$ cat src/hdl/wma_pkg.sv
// ----------------------------------------------------------------------------
// wma_pkg
// Shared widths, register map and reset values for the moving average block.
// ----------------------------------------------------------------------------
`default_nettype none

package wma_pkg;

    // Item field widths
    localparam int SAMPLE_W = 32;
    localparam int N_W      = 7;    // window length / samples used
    localparam int SUM_W    = SAMPLE_W + N_W;

    // Default ring depth
    localparam int MAX_WINDOW_DEF = 64;

    // Configuration port
    localparam int ADDR_W = 3;
    localparam int DATA_W = 32;
    localparam logic REG_WINDOW_LEN = 1'b0;   // register index (paddr[2])
    localparam logic [N_W-1:0] WINDOW_LEN_RST = 7'd5;

    // Divider step counter
    localparam int DIV_CNT_W = $clog2(SUM_W);

endpackage

`default_nettype wire

$ cat src/hdl/warmup_moving_average.sv
// ----------------------------------------------------------------------------
// warmup_moving_average
// Streaming simple moving average of signed Q16.16 samples with warm-up:
// mean of all samples so far until the window fills, then of the last
// window_len samples.
//
//   Channel   Dir  Handshake          Payload
//   input     in   i_valid / o_ready  i_sample, i_last_of_series
//   result    out  o_valid / i_ready  o_average, o_samples_used
//   config    in   APB (psel...)      window_len at byte address 0
//
// Each item passes in the back part through a pop, one ring read for each of
// the n - 1 older samples of its mean (single read port, registered read
// data), a start, a 39-step bit-serial divide with a finish, and a result
// load. The back part handles one item at a time.
// A two-entry queue lets the front accept items while the back part works,
// and the result register holds a result while the next item is summed;
// the back part waits in its load state while that result is not taken.
// Reset is synchronous; no clearing pass is needed, no ring entry is summed
// before it is written.
// ----------------------------------------------------------------------------
`default_nettype none

module warmup_moving_average #(
    parameter int MAX_WINDOW = wma_pkg::MAX_WINDOW_DEF
) (
    input  wire logic                                i_clk,
    input  wire logic                                i_rst_n,
    // Sample items
    input  wire logic                                i_valid,
    output logic                                     o_ready,
    input  wire logic signed [wma_pkg::SAMPLE_W-1:0] i_sample,
    input  wire logic                                i_last_of_series,
    // Result items
    output logic                                     o_valid,
    input  wire logic                                i_ready,
    output logic signed [wma_pkg::SAMPLE_W-1:0]      o_average,
    output logic [wma_pkg::N_W-1:0]                  o_samples_used,
    // Configuration
    input  wire logic                                psel,
    input  wire logic                                penable,
    input  wire logic                                pwrite,
    input  wire logic [wma_pkg::ADDR_W-1:0]          paddr,
    input  wire logic [wma_pkg::DATA_W-1:0]          pwdata,
    output logic [wma_pkg::DATA_W-1:0]               prdata,
    output logic                                     pready
);

    localparam int SW    = $clog2(MAX_WINDOW);
    localparam int SMP_W = wma_pkg::SAMPLE_W;
    localparam int N_W   = wma_pkg::N_W;
    localparam int Q_W   = SMP_W + SW + N_W;

    logic [N_W-1:0]   r_window_len;
    logic             reg_hit;
    logic             push;
    logic             q_full;
    logic             q_valid;
    logic             q_pop;
    logic [SMP_W-1:0] f_sample;
    logic [SW-1:0]    f_slot;
    logic [N_W-1:0]   f_n;
    logic [Q_W-1:0]   q_data;

    // Configuration register
    assign pready  = 1'b1;
    assign reg_hit = (paddr[2] == wma_pkg::REG_WINDOW_LEN) && (paddr[1:0] == 2'b00);
    assign prdata  = reg_hit ? wma_pkg::DATA_W'(r_window_len) : '0;

    always_ff @(posedge i_clk) begin
        if (!i_rst_n) begin
            r_window_len <= wma_pkg::WINDOW_LEN_RST;
        end else if (psel && penable && pwrite && pready
                     && (paddr[2] == wma_pkg::REG_WINDOW_LEN)) begin
            r_window_len <= pwdata[N_W-1:0];
        end
    end

    // Front: slot and count tagging
    wma_front #(
        .MAX_WINDOW (MAX_WINDOW)
    ) u_front (
        .i_clk            (i_clk),
        .i_rst_n          (i_rst_n),
        .i_window_len     (r_window_len),
        .i_valid          (i_valid),
        .o_ready          (o_ready),
        .i_sample         (i_sample),
        .i_last_of_series (i_last_of_series),
        .o_push           (push),
        .i_full           (q_full),
        .o_sample         (f_sample),
        .o_slot           (f_slot),
        .o_n              (f_n)
    );

    // Queue between front and back
    wma_queue #(
        .WIDTH (Q_W)
    ) u_queue (
        .i_clk   (i_clk),
        .i_rst_n (i_rst_n),
        .i_push  (push),
        .i_data  ({f_sample, f_slot, f_n}),
        .o_full  (q_full),
        .i_pop   (q_pop),
        .o_valid (q_valid),
        .o_data  (q_data)
    );

    // Back: ring, sum, divide, result register
    wma_back #(
        .MAX_WINDOW (MAX_WINDOW)
    ) u_back (
        .i_clk          (i_clk),
        .i_rst_n        (i_rst_n),
        .i_job_valid    (q_valid),
        .i_job_sample   (q_data[Q_W-1 -: SMP_W]),
        .i_job_slot     (q_data[N_W +: SW]),
        .i_job_n        (q_data[N_W-1:0]),
        .o_job_pop      (q_pop),
        .o_valid        (o_valid),
        .i_ready        (i_ready),
        .o_average      (o_average),
        .o_samples_used (o_samples_used)
    );

endmodule

`default_nettype wire

$ cat src/hdl/wma_ram.sv
// ----------------------------------------------------------------------------
// wma_ram
// Generic single-write, single-read RAM with registered read data.
// ----------------------------------------------------------------------------
`default_nettype none

module wma_ram #(
    parameter int WIDTH = 32,
    parameter int DEPTH = 64
) (
    input  wire logic                     i_clk,
    input  wire logic                     i_we,
    input  wire logic [$clog2(DEPTH)-1:0] i_waddr,
    input  wire logic [WIDTH-1:0]         i_wdata,
    input  wire logic [$clog2(DEPTH)-1:0] i_raddr,
    output logic      [WIDTH-1:0]         o_rdata
);

    logic [WIDTH-1:0] r_mem [DEPTH];

    always_ff @(posedge i_clk) begin
        if (i_we) begin
            r_mem[i_waddr] <= i_wdata;
        end
        o_rdata <= r_mem[i_raddr];
    end

endmodule

`default_nettype wire

$ cat src/hdl/wma_front.sv
// ----------------------------------------------------------------------------
// wma_front
// Accepts sample items, tracks ring slot and fill count, and tags each item
// with its ring slot and the number of samples its mean covers.
// ----------------------------------------------------------------------------
`default_nettype none

module wma_front #(
    parameter int MAX_WINDOW = wma_pkg::MAX_WINDOW_DEF
) (
    input  wire logic                              i_clk,
    input  wire logic                              i_rst_n,
    input  wire logic [wma_pkg::N_W-1:0]           i_window_len,
    input  wire logic                              i_valid,
    output logic                                   o_ready,
    input  wire logic signed [wma_pkg::SAMPLE_W-1:0] i_sample,
    input  wire logic                              i_last_of_series,
    output logic                                   o_push,
    input  wire logic                              i_full,
    output logic [wma_pkg::SAMPLE_W-1:0]           o_sample,
    output logic [$clog2(MAX_WINDOW)-1:0]          o_slot,
    output logic [wma_pkg::N_W-1:0]                o_n
);

    localparam int SW = $clog2(MAX_WINDOW);
    localparam int CW = $clog2(MAX_WINDOW + 1);

    logic [SW-1:0]           r_slot;
    logic [CW-1:0]           r_fill;
    logic [CW-1:0]           n_fill;
    logic [SW-1:0]           n_slot;
    logic [wma_pkg::N_W-1:0] w_eff;

    assign o_ready  = !i_full;
    assign o_push   = i_valid && !i_full;
    assign o_sample = i_sample;
    assign o_slot   = r_slot;

    // Effective window: zero acts as one, clamp to ring depth
    always_comb begin
        w_eff = i_window_len;
        if (i_window_len == '0) begin
            w_eff = wma_pkg::N_W'(1);
        end else if (32'(i_window_len) > 32'(MAX_WINDOW)) begin
            w_eff = wma_pkg::N_W'(MAX_WINDOW);
        end
    end

    // Fill count after this item, saturating; next ring slot with wrap
    always_comb begin
        n_fill = r_fill;
        if (32'(r_fill) < 32'(MAX_WINDOW)) begin
            n_fill = r_fill + CW'(1);
        end
        n_slot = (32'(r_slot) == MAX_WINDOW - 1) ? '0 : r_slot + SW'(1);
        o_n = w_eff;
        if (32'(n_fill) < 32'(w_eff)) begin
            o_n = wma_pkg::N_W'(n_fill);
        end
    end

    // Series state; a marked item clears it after its own use
    always_ff @(posedge i_clk) begin
        if (!i_rst_n) begin
            r_slot <= '0;
            r_fill <= '0;
        end else if (o_push) begin
            if (i_last_of_series) begin
                r_slot <= '0;
                r_fill <= '0;
            end else begin
                r_slot <= n_slot;
                r_fill <= n_fill;
            end
        end
    end

endmodule

`default_nettype wire

$ cat src/hdl/wma_queue.sv
// ----------------------------------------------------------------------------
// wma_queue
// Two-entry FIFO between the front and back parts.
// ----------------------------------------------------------------------------
`default_nettype none

module wma_queue #(
    parameter int WIDTH = 32
) (
    input  wire logic             i_clk,
    input  wire logic             i_rst_n,
    input  wire logic             i_push,
    input  wire logic [WIDTH-1:0] i_data,
    output logic                  o_full,
    input  wire logic             i_pop,
    output logic                  o_valid,
    output logic      [WIDTH-1:0] o_data
);

    logic [WIDTH-1:0] r_mem [2];
    logic             r_wp;
    logic             r_rp;
    logic [1:0]       r_cnt;
    logic             do_pop;

    assign o_full  = (r_cnt == 2'd2);
    assign o_valid = (r_cnt != 2'd0);
    assign o_data  = r_mem[r_rp];
    assign do_pop  = i_pop && o_valid;

    // Entry storage
    always_ff @(posedge i_clk) begin
        if (i_push) begin
            r_mem[r_wp] <= i_data;
        end
    end

    // Pointers and count
    always_ff @(posedge i_clk) begin
        if (!i_rst_n) begin
            r_wp  <= 1'b0;
            r_rp  <= 1'b0;
            r_cnt <= 2'd0;
        end else begin
            if (i_push) begin
                r_wp <= !r_wp;
            end
            if (do_pop) begin
                r_rp <= !r_rp;
            end
            if (i_push && !do_pop) begin
                r_cnt <= r_cnt + 2'd1;
            end else if (do_pop && !i_push) begin
                r_cnt <= r_cnt - 2'd1;
            end
        end
    end

endmodule

`default_nettype wire

$ cat src/hdl/wma_div.sv
// ----------------------------------------------------------------------------
// wma_div
// Restoring divider, one quotient bit per cycle: signed sum by a small
// unsigned count, quotient truncated toward zero.
// ----------------------------------------------------------------------------
`default_nettype none

module wma_div (
    input  wire logic                                i_clk,
    input  wire logic                                i_rst_n,
    input  wire logic                                i_start,
    input  wire logic signed [wma_pkg::SUM_W-1:0]    i_dividend,
    input  wire logic [wma_pkg::N_W-1:0]             i_divisor,
    output logic                                     o_done,
    output logic [wma_pkg::SAMPLE_W-1:0]             o_quotient
);

    localparam int SUM_W = wma_pkg::SUM_W;
    localparam int N_W   = wma_pkg::N_W;
    localparam int CNT_W = wma_pkg::DIV_CNT_W;

    logic                 r_busy;
    logic [CNT_W-1:0]     r_cnt;
    logic [N_W-1:0]       r_rem;
    logic [SUM_W-1:0]     r_quo;
    logic [N_W-1:0]       r_div;
    logic                 r_neg;
    logic [SUM_W-1:0]     mag;
    logic [N_W:0]         trial;
    logic [N_W:0]         diff;
    logic                 ge;

    assign mag   = i_dividend[SUM_W-1] ? (-i_dividend) : i_dividend;
    assign trial = {r_rem, r_quo[SUM_W-1]};
    assign diff  = trial - {1'b0, r_div};
    assign ge    = (trial >= {1'b0, r_div});

    // Apply sign; magnitude of the quotient always fits the output width
    assign o_quotient = r_neg ? (-r_quo[wma_pkg::SAMPLE_W-1:0])
                              : r_quo[wma_pkg::SAMPLE_W-1:0];

    // Data path
    always_ff @(posedge i_clk) begin
        if (i_start) begin
            r_rem <= '0;
            r_quo <= mag;
            r_div <= i_divisor;
            r_neg <= i_dividend[SUM_W-1];
        end else if (r_busy) begin
            r_rem <= ge ? diff[N_W-1:0] : trial[N_W-1:0];
            r_quo <= {r_quo[SUM_W-2:0], ge};
        end
    end

    // Step control
    always_ff @(posedge i_clk) begin
        if (!i_rst_n) begin
            r_busy <= 1'b0;
            r_cnt  <= '0;
            o_done <= 1'b0;
        end else begin
            o_done <= 1'b0;
            if (i_start) begin
                r_busy <= 1'b1;
                r_cnt  <= '0;
            end else if (r_busy) begin
                r_cnt <= r_cnt + CNT_W'(1);
                if (r_cnt == CNT_W'(SUM_W - 1)) begin
                    r_busy <= 1'b0;
                    o_done <= 1'b1;
                end
            end
        end
    end

endmodule

`default_nettype wire

$ cat src/hdl/wma_back.sv
// ----------------------------------------------------------------------------
// wma_back
// Writes each sample into the ring, sums the window by walking back through
// the ring one entry a cycle, divides, and holds the result for the consumer.
// ----------------------------------------------------------------------------
`default_nettype none

module wma_back #(
    parameter int MAX_WINDOW = wma_pkg::MAX_WINDOW_DEF
) (
    input  wire logic                              i_clk,
    input  wire logic                              i_rst_n,
    input  wire logic                              i_job_valid,
    input  wire logic [wma_pkg::SAMPLE_W-1:0]      i_job_sample,
    input  wire logic [$clog2(MAX_WINDOW)-1:0]     i_job_slot,
    input  wire logic [wma_pkg::N_W-1:0]           i_job_n,
    output logic                                   o_job_pop,
    output logic                                   o_valid,
    input  wire logic                              i_ready,
    output logic signed [wma_pkg::SAMPLE_W-1:0]    o_average,
    output logic [wma_pkg::N_W-1:0]                o_samples_used
);

    localparam int SW    = $clog2(MAX_WINDOW);
    localparam int SUM_W = wma_pkg::SUM_W;
    localparam int SMP_W = wma_pkg::SAMPLE_W;
    localparam int N_W   = wma_pkg::N_W;

    typedef enum logic [3:0] {
        S_IDLE = 4'b0001,
        S_SUM  = 4'b0010,
        S_DIV  = 4'b0100,
        S_OUT  = 4'b1000
    } t_back_state;

    t_back_state              r_state;
    t_back_state              n_state;
    logic signed [SUM_W-1:0]  r_sum;
    logic [N_W-1:0]           r_left;
    logic [N_W-1:0]           r_n;
    logic [SW-1:0]            r_addr;
    logic                     r_pend;
    logic [SMP_W-1:0]         r_q;
    logic [SMP_W-1:0]         rd_data;
    logic                     div_start;
    logic                     div_done;
    logic [SMP_W-1:0]         div_q;
    logic                     out_load;

    function automatic logic [SW-1:0] prev_slot(input logic [SW-1:0] a);
        prev_slot = (a == '0) ? SW'(MAX_WINDOW - 1) : a - SW'(1);
    endfunction

    assign o_job_pop = (r_state == S_IDLE) && i_job_valid;
    assign div_start = (r_state == S_SUM) && (r_left == '0) && !r_pend;
    assign out_load  = (r_state == S_OUT) && (!o_valid || i_ready);

    // Ring of recent samples
    wma_ram #(
        .WIDTH (SMP_W),
        .DEPTH (MAX_WINDOW)
    ) u_ring (
        .i_clk   (i_clk),
        .i_we    (o_job_pop),
        .i_waddr (i_job_slot),
        .i_wdata (i_job_sample),
        .i_raddr (r_addr),
        .o_rdata (rd_data)
    );

    // Mean = sum / count
    wma_div u_div (
        .i_clk      (i_clk),
        .i_rst_n    (i_rst_n),
        .i_start    (div_start),
        .i_dividend (r_sum),
        .i_divisor  (r_n),
        .o_done     (div_done),
        .o_quotient (div_q)
    );

    // Next state
    always_comb begin
        n_state = r_state;
        case (r_state)
            S_IDLE: begin
                if (i_job_valid) n_state = S_SUM;
            end
            S_SUM: begin
                if (div_start) n_state = S_DIV;
            end
            S_DIV: begin
                if (div_done) n_state = S_OUT;
            end
            S_OUT: begin
                if (out_load) n_state = S_IDLE;
            end
            default: n_state = S_IDLE;
        endcase
    end

    // Window walk and accumulation
    always_ff @(posedge i_clk) begin
        if (o_job_pop) begin
            r_sum  <= SUM_W'(signed'(i_job_sample));
            r_left <= i_job_n - N_W'(1);
            r_n    <= i_job_n;
            r_addr <= prev_slot(i_job_slot);
        end else if (r_state == S_SUM) begin
            if (r_left != '0) begin
                r_left <= r_left - N_W'(1);
                r_addr <= prev_slot(r_addr);
            end
            if (r_pend) begin
                r_sum <= r_sum + SUM_W'(signed'(rd_data));
            end
        end
        if (div_done) begin
            r_q <= div_q;
        end
        if (out_load) begin
            o_average      <= r_q;
            o_samples_used <= r_n;
        end
    end

    // Control
    always_ff @(posedge i_clk) begin
        if (!i_rst_n) begin
            r_state <= S_IDLE;
            r_pend  <= 1'b0;
            o_valid <= 1'b0;
        end else begin
            r_state <= n_state;
            r_pend  <= (r_state == S_SUM) && (r_left != '0);
            if (out_load) begin
                o_valid <= 1'b1;
            end else if (i_ready) begin
                o_valid <= 1'b0;
            end
        end
    end

endmodule

`default_nettype wire
$ cat config.mk
export PLATFORM = sky130hd
export DESIGN_NAME = warmup_moving_average
export DESIGN_NICKNAME = d
export VERILOG_FILES = /design/src/hdl/wma_pkg.sv /design/src/hdl/warmup_moving_average.sv /design/src/hdl/wma_ram.sv /design/src/hdl/wma_front.sv /design/src/hdl/wma_queue.sv /design/src/hdl/wma_div.sv /design/src/hdl/wma_back.sv
export SDC_FILE = /design/constraint.sdc
export NUM_CORES = 2
export LEC_CHECK = 0
export ABC_AREA = 0
export BUFFER_PORTS_ARGS = -buffer_cell sky130_fd_sc_hd__buf_2
export CAP_MARGIN = 10
export CELL_PAD_IN_SITES_DETAIL_PLACEMENT = 1
export CELL_PAD_IN_SITES_GLOBAL_PLACEMENT = 2
export CORE_ASPECT_RATIO = 0.6
export CORE_MARGIN = 2
export CORE_UTILIZATION = 45
export CTS_CLUSTER_DIAMETER = 150
export DETAILED_ROUTE_END_ITERATION = 8
export HOLD_SLACK_MARGIN = 0.02
export PLACE_DENSITY_LB_ADDON = 0.08
export SLEW_MARGIN = 20
export SYNTH_ARGS = -nofsm -noshare
export SYNTH_HDL_FRONTEND = slang
export SYNTH_SLANG_ARGS = --single-unit
export TNS_END_PERCENT = 100
$ cat constraint.sdc
create_clock -name i_clk -period 4.52 [get_ports i_clk]
set_clock_uncertainty 0.2 [all_clocks]
set_input_delay 0.226 -clock i_clk [delete_from_list [all_inputs] [get_ports i_clk]]
set_output_delay 0.226 -clock i_clk [all_outputs]
set_load 0.03 [all_outputs]
# After elaboration in Yosys (flattened, before gate mapping)
# Memories as Yosys holds them, arrays and structs flattened. A register that Yosys moved wholly into a read port is not among the register bits.
# Index checks and enable logic that the tools add are counted.
# word_totals
elab_cells	138
memories	2
register_bits	222
mem_bits_rw	2138
output_inout_bits	74
# mem_list
memory	depth	width	read_ports	rd_clocked_by_memory_dff	wr	line_no	text
u_back.u_ring.r_mem	64	32	1	1	1	wma_ram.sv:19	logic [WIDTH-1:0] r_mem [DEPTH];
u_queue.r_mem	2	45	1	1	1	wma_queue.sv:20	logic [WIDTH-1:0] r_mem [2];
# classes
n_eq_ne	11
mux	43
n_lt_le_gt_ge	4
add_sub_neg	13
reduce_logical	39
bitwise_logic	3
# op_table
cell	count
39-bit 2-to-1 mux	6
7-bit 2-to-1 mux	10
6-bit 2-to-1 mux	7
39-bit by 32-bit adder with 39-bit output	1
39-bit negation	1
32-bit 2-to-1 mux	1
32-bit negation	1
4-bit 2-to-1 mux	4
4-bit one-hot mux with 4 select lines	1
7-bit logical NOT	2
2-bit nonzero test	7
7-bit by 1-bit subtractor with 7-bit output, second input constant	2
1-bit logical AND	13
6-bit by 1-bit adder with 6-bit output, second input constant	2
6-bit equality test, second input constant	2
6-bit logical NOT	2
1-bit 2-to-1 mux	12
6-bit by 1-bit subtractor with 6-bit output, second input constant	2
8-bit by 7-bit greater-or-equal comparator with 1-bit output	1
7-bit by 1-bit adder with 7-bit output, second input constant	1
7-bit greater-than comparator, second input constant	1
1-bit logical NOT	7
7-bit less-than comparator	1
7-bit less-than comparator, second input constant	1
other kinds (19)	25

# Logic depth before layout (Yosys ltp)
# depth
word_depth	7
mapped_depth	12
depth_no_buf	11

# Hierarchy
# A second synthesis with hierarchy kept.
# hier_totals
cells_unflattened	4834
hier_area_um2	95460.3
# modules_own_cells
module	cells_per_inst	instances	seq_area_each_um2	area_each_um2
wma_ram	3324	1	62139.6	78515.3
wma_back	642	1	4023.9	7288.2
wma_div	480	1	1711.6	4395.5
wma_queue	162	1	2802.7	3464.6
wma_front	159	1	260.2	1237.4
warmup_moving_average	67	1	140.1	559.3

# Least setup slack after synthesis
# No wires, ideal clock.
# synth_timing
path_kind	flip-flop to flip-flop
start	register with a tool-made name
end	memory u_back.u_ring.r_mem[64][0], in the netlist u_back.u_ring.r_mem[32][0] (enable)
stages_incl_launch_ff	7
path_buffers	2
required_ns	3.899
path_slack_ns	0.641
setup_time_ns	0.421
t_arrival_ns	3.257
period_less_slack_ns	3.879
cell_sequence	dfxtp_1 > clkbuf_1 > buf_1 > mux2i_1 > and2_1 > nand3_1 > nor2_1
# synth_lines
item	line_no
end: declaration	wma_ram.sv:19

# Worst setup path after layout
# layout_timing
start	register u_back.r_sum[0]
end	register u_back.r_sum[36] (data pin)
# layout_via
elab_chain_cells	4
# layout_lines
item	line_no	text
start: declaration	wma_back.sv:38	logic signed [SUM_W-1:0] r_sum;
start signal: assignment	wma_back.sv:105	r_sum <= SUM_W'(signed'(i_job_sample));
start signal: assignment	wma_back.sv:115	r_sum <= r_sum + SUM_W'(signed'(rd_data));
39-bit by 32-bit adder with 39-bit output	wma_back.sv:115	
39-bit 2-to-1 mux	wma_back.sv:114	if (r_pend) begin
39-bit 2-to-1 mux	wma_back.sv:109	end else if (r_state == S_SUM) begin
39-bit 2-to-1 mux	wma_back.sv:104	if (o_job_pop) begin
# Every way passes these cells. The select of a mux whose other input is x is not followed.
# A chain may end at the register's enable or synchronous reset.

==> flow_summary.ini <==
[synth]
synth_area_um2 = 94580
yosys_warnings = 0
yosysUniqueCellTypes = 66
async_flop_share_pct = 0
synth_seq_cells = 2393
syn_inst = 4627
seq_area_frac_synth_pct = 75.15
synth_ff_type = edfxtp_1
syn_avg_cell_area_um2 = 20.44
synth-edff-count = 2315

[route]
wl_per_cell_um = 34.39
via_per_inst = 6.066
routed_wl_um = 274900
vias = 48495
drt_iter0_drc = 5821
ant_nets = 0
route.detailed.drc = 0
firstDrtPassIters = 6

[grt]
first_global_vias = 49184
grt_max_degree = 102
grt_overflow = 0
grt_pass1_wl_um = 385300
grt_use_total_pct = 25.71
antenna_found_initial = 28

[placed_design]
place_area_um2 = 100300
dpl.cell_count = 7490
place_congestion = 0.8050
dpl.hpwl_um = 161800
place.port_buffers = 97

[worst_setup_path]
path_max_fanout = 5
crit_buf_inv = 1
path_cells = ha_1 -> inv_1 -> fa_1 -> nand2b_1 -> a21o_1 -> a2111o_1 -> a21o_1 -> a21oi_1 -> a31oi_1 -> o2111a_1 -> a221o_1
cp.required_ns = 4.91
slowest_delay_ns = 0.48
crit_top_cell = a21o_1
cp-end-kind = flip-flop
arrival_ns = 4.45
critical-path-top-delay-family = compound AO/OA/AOI/OAI gates
crit_type = reg2reg
cp-start-kind = flip-flop
critPathSlowestCell = a2111o_1

[timing]
maxSlewHeadroom_pct = 21.96
worstMarginPinSlew_ns = 1.171
fin_crit_ns = 4.063
max_freq_mhz = 246.1
setup_viol = 0
period_share_pct = 89.89
setup-tns-final_ns = 0
finalHoldViolations = 0
rsz0062_at_grt = no
finalMaxSlewViolations = 0

[die]
chipWidth_um = 595.9
die_area_um2 = 214000
row_count = 130
pin_count = 149
die_h_um = 359.1
start_util_pct = 45.22
core_um2 = 209200

[final_layout]
final_common_cell = edfxtp_1
fin_cells = 7994
final_cell_mix = 2315 x edfxtp_1, 592 x mux4_2, 225 x clkbuf_16
design_area_um2 = 108300
area_growth_pct = 14.51
nets = 5177
layout-drive-gt1-share_pct = 25.83

[power_and_ir_drop]
ir_drop_v = 0.0004396
p_leak_uw = 0.03455
powerDensity_nw_per_um2 = 660.1

[clocking]
clockRootBuffer = clkbuf_16
ctsHtreeMaxLevel = 4
insertion_delay_ns = 0.88
cts.sinks = 2393
ctsLongestPathBuffers = 4
cts_tree = built
post-cts-setup-buffers = 0
cts_buffers = 223
cts.reportedPaths.clkPinSlew_ns = 0.07
ctsResizeCount = 0

[worst_hold_path]
hp-class = in2reg

[flow_run]
maxCapViolations = 0

[status]
status = finished, final reports clean
[routing by layer]
| layer | global-route usage, % | vias to the layer above | wire length (µm) |
|---|---|---|---|
| met5 | 0 | - | 34 |
| met4 | 4.716 | 6 | 4909 |
| met3 | 6.633 | 340 | 26660 |
| met2 | 35.48 | 2060 | 114800 |
| met1 | 41.24 | 26216 | 128500 |
| li1 | - | 19873 | - |
[power breakdown]
part	switching [µW]	internal, µW
logic	15200	9270
registers	751	27600
clock network	8270	10400
total	24200	47300
[through the flow]
stage | power (µW) | setup slack, ns | util, % | hold WS, ns
floorplan | 43460 | 0.6414 | - | 0.1249
global placement | 52890 | 0.5086 | 47.94 | 0.2003
detailed placement | 53160 | 0.5289 | 47.94 | 0.2052
CTS | 71870 | 0.4852 | 51.75 | 0.06667
global route | 74320 | 0.2877 | 51.77 | 0.1859
finish | 71490 | 0.4568 | 51.78 | 0.1188
[final cells by class]
type	count	area (µm²)
Antenna cell	8	20.02
Clock buffer	293	5946
Clock inverter	109	1082
Fill cell	18462	100900
Inverter	38	142.6
Multi-Input combinational cell	1971	22900
Sequential cell	2393	71080
Tap cell	2772	3468
Timing Repair Buffer	410	3664
[registers in the layout, indices dropped and copies added, names as in the netlist, 2 cells and up, named ones only]
| signal | count |
|---|---|
| u_front.o_slot | 6 |
| r_window_len | 7 |
| u_back.o_average | 32 |
| u_back.u_div.r_div | 7 |
| u_back.u_ring.r_mem | 2048 |
| u_back.r_state | 4 |
| u_back.u_div.r_quo | 39 |
| u_back.u_div.r_cnt | 6 |
| u_back.o_samples_used | 7 |
| u_front.r_fill | 7 |
| u_back.r_n | 7 |
| u_back.u_ring.o_rdata | 32 |
| u_back.r_sum | 39 |
| u_back.r_q | 32 |
| u_back.r_addr | 6 |
| u_back.u_div.r_rem | 7 |
| u_queue.r_cnt | 2 |
| u_queue.r_mem | 90 |
| u_back.r_left | 7 |
[cell families (layout without fill, tap and decap cells)]
logic type                 count (synthesis)  count (layout)  share of synthesized area [%]
and+or+nand+nor                          576             576                          2.777
buffers and inverters                    287             850                          1.304
AOI/OAI and AO/OA                        435             435                          2.970
muxes                                    742             742                          15.74
other                                      2              34                       0.007940
DFF                                     2393            2393                          75.15
xor gates and xnor gates                 127             127                          1.176
adders and majority gates                 65              65                         0.8757
[final timing paths]
check / startpoint / to / slack, ns / depth (start not counted)
worst min-delay path: i_valid / u_front.o_slot[1] / 0.12 / 4
worst max register to register: u_back.r_sum[0] / u_back.r_sum[36] / 0.46 / 11
worst min register to register: u_back.r_q[28] / u_back.o_average[28] / 0.22 / 0
worst max-delay path: u_back.r_sum[0] / u_back.r_sum[36] / 0.46 / 11
[Yosys cell counts, drive strengths merged (6+ instances only)]
master	number	share of area (%)
o21ai	117	0.62
o211ai	9	0.071
dfxtp	78	1.7
nand2	193	0.77
clkbuf	135	0.54
a21o	17	0.13
nor2b	33	0.22
o41ai	12	0.15
a22oi	10	0.079
o22ai	22	0.15
or3	14	0.10
and3	6	0.040
and2	9	0.060
o21a	11	0.087
o31ai	22	0.18
a21oi	102	0.54
mux4	592	14
ha	63	0.83
buf	114	0.62
nand4	15	0.099
nor4	9	0.075
nand3	24	0.13
nand2b	18	0.12
o221ai	22	0.20
nor3	26	0.14
a311oi	17	0.16
nor2	200	0.79
a211oi	39	0.31
xor2	66	0.61
mux2i	107	1.1
mux2	43	0.51
or4	11	0.095
a31oi	11	0.073
edfxtp	2315	73
xnor2	61	0.56
inv	38	0.15
[worst reg2reg max path, stage by stage, from the launching register on]
cell      delay, ns
edfxtp_1       0.39
ha_1           0.19
inv_1          0.06
fa_1           0.40
nand2b_1       0.18
a21o_1         0.20
a2111o_1       0.48
a21o_1         0.22
a21oi_1        0.46
a31oi_1        0.41
o2111a_1       0.35
a221o_1        0.26
[what timing repair did]
action,CTS,global route
endpoints found under the hold margin,98,0
endpoints found under the setup margin,0,0
hold buffers,93,0
(Power assumes the default switching activity.)
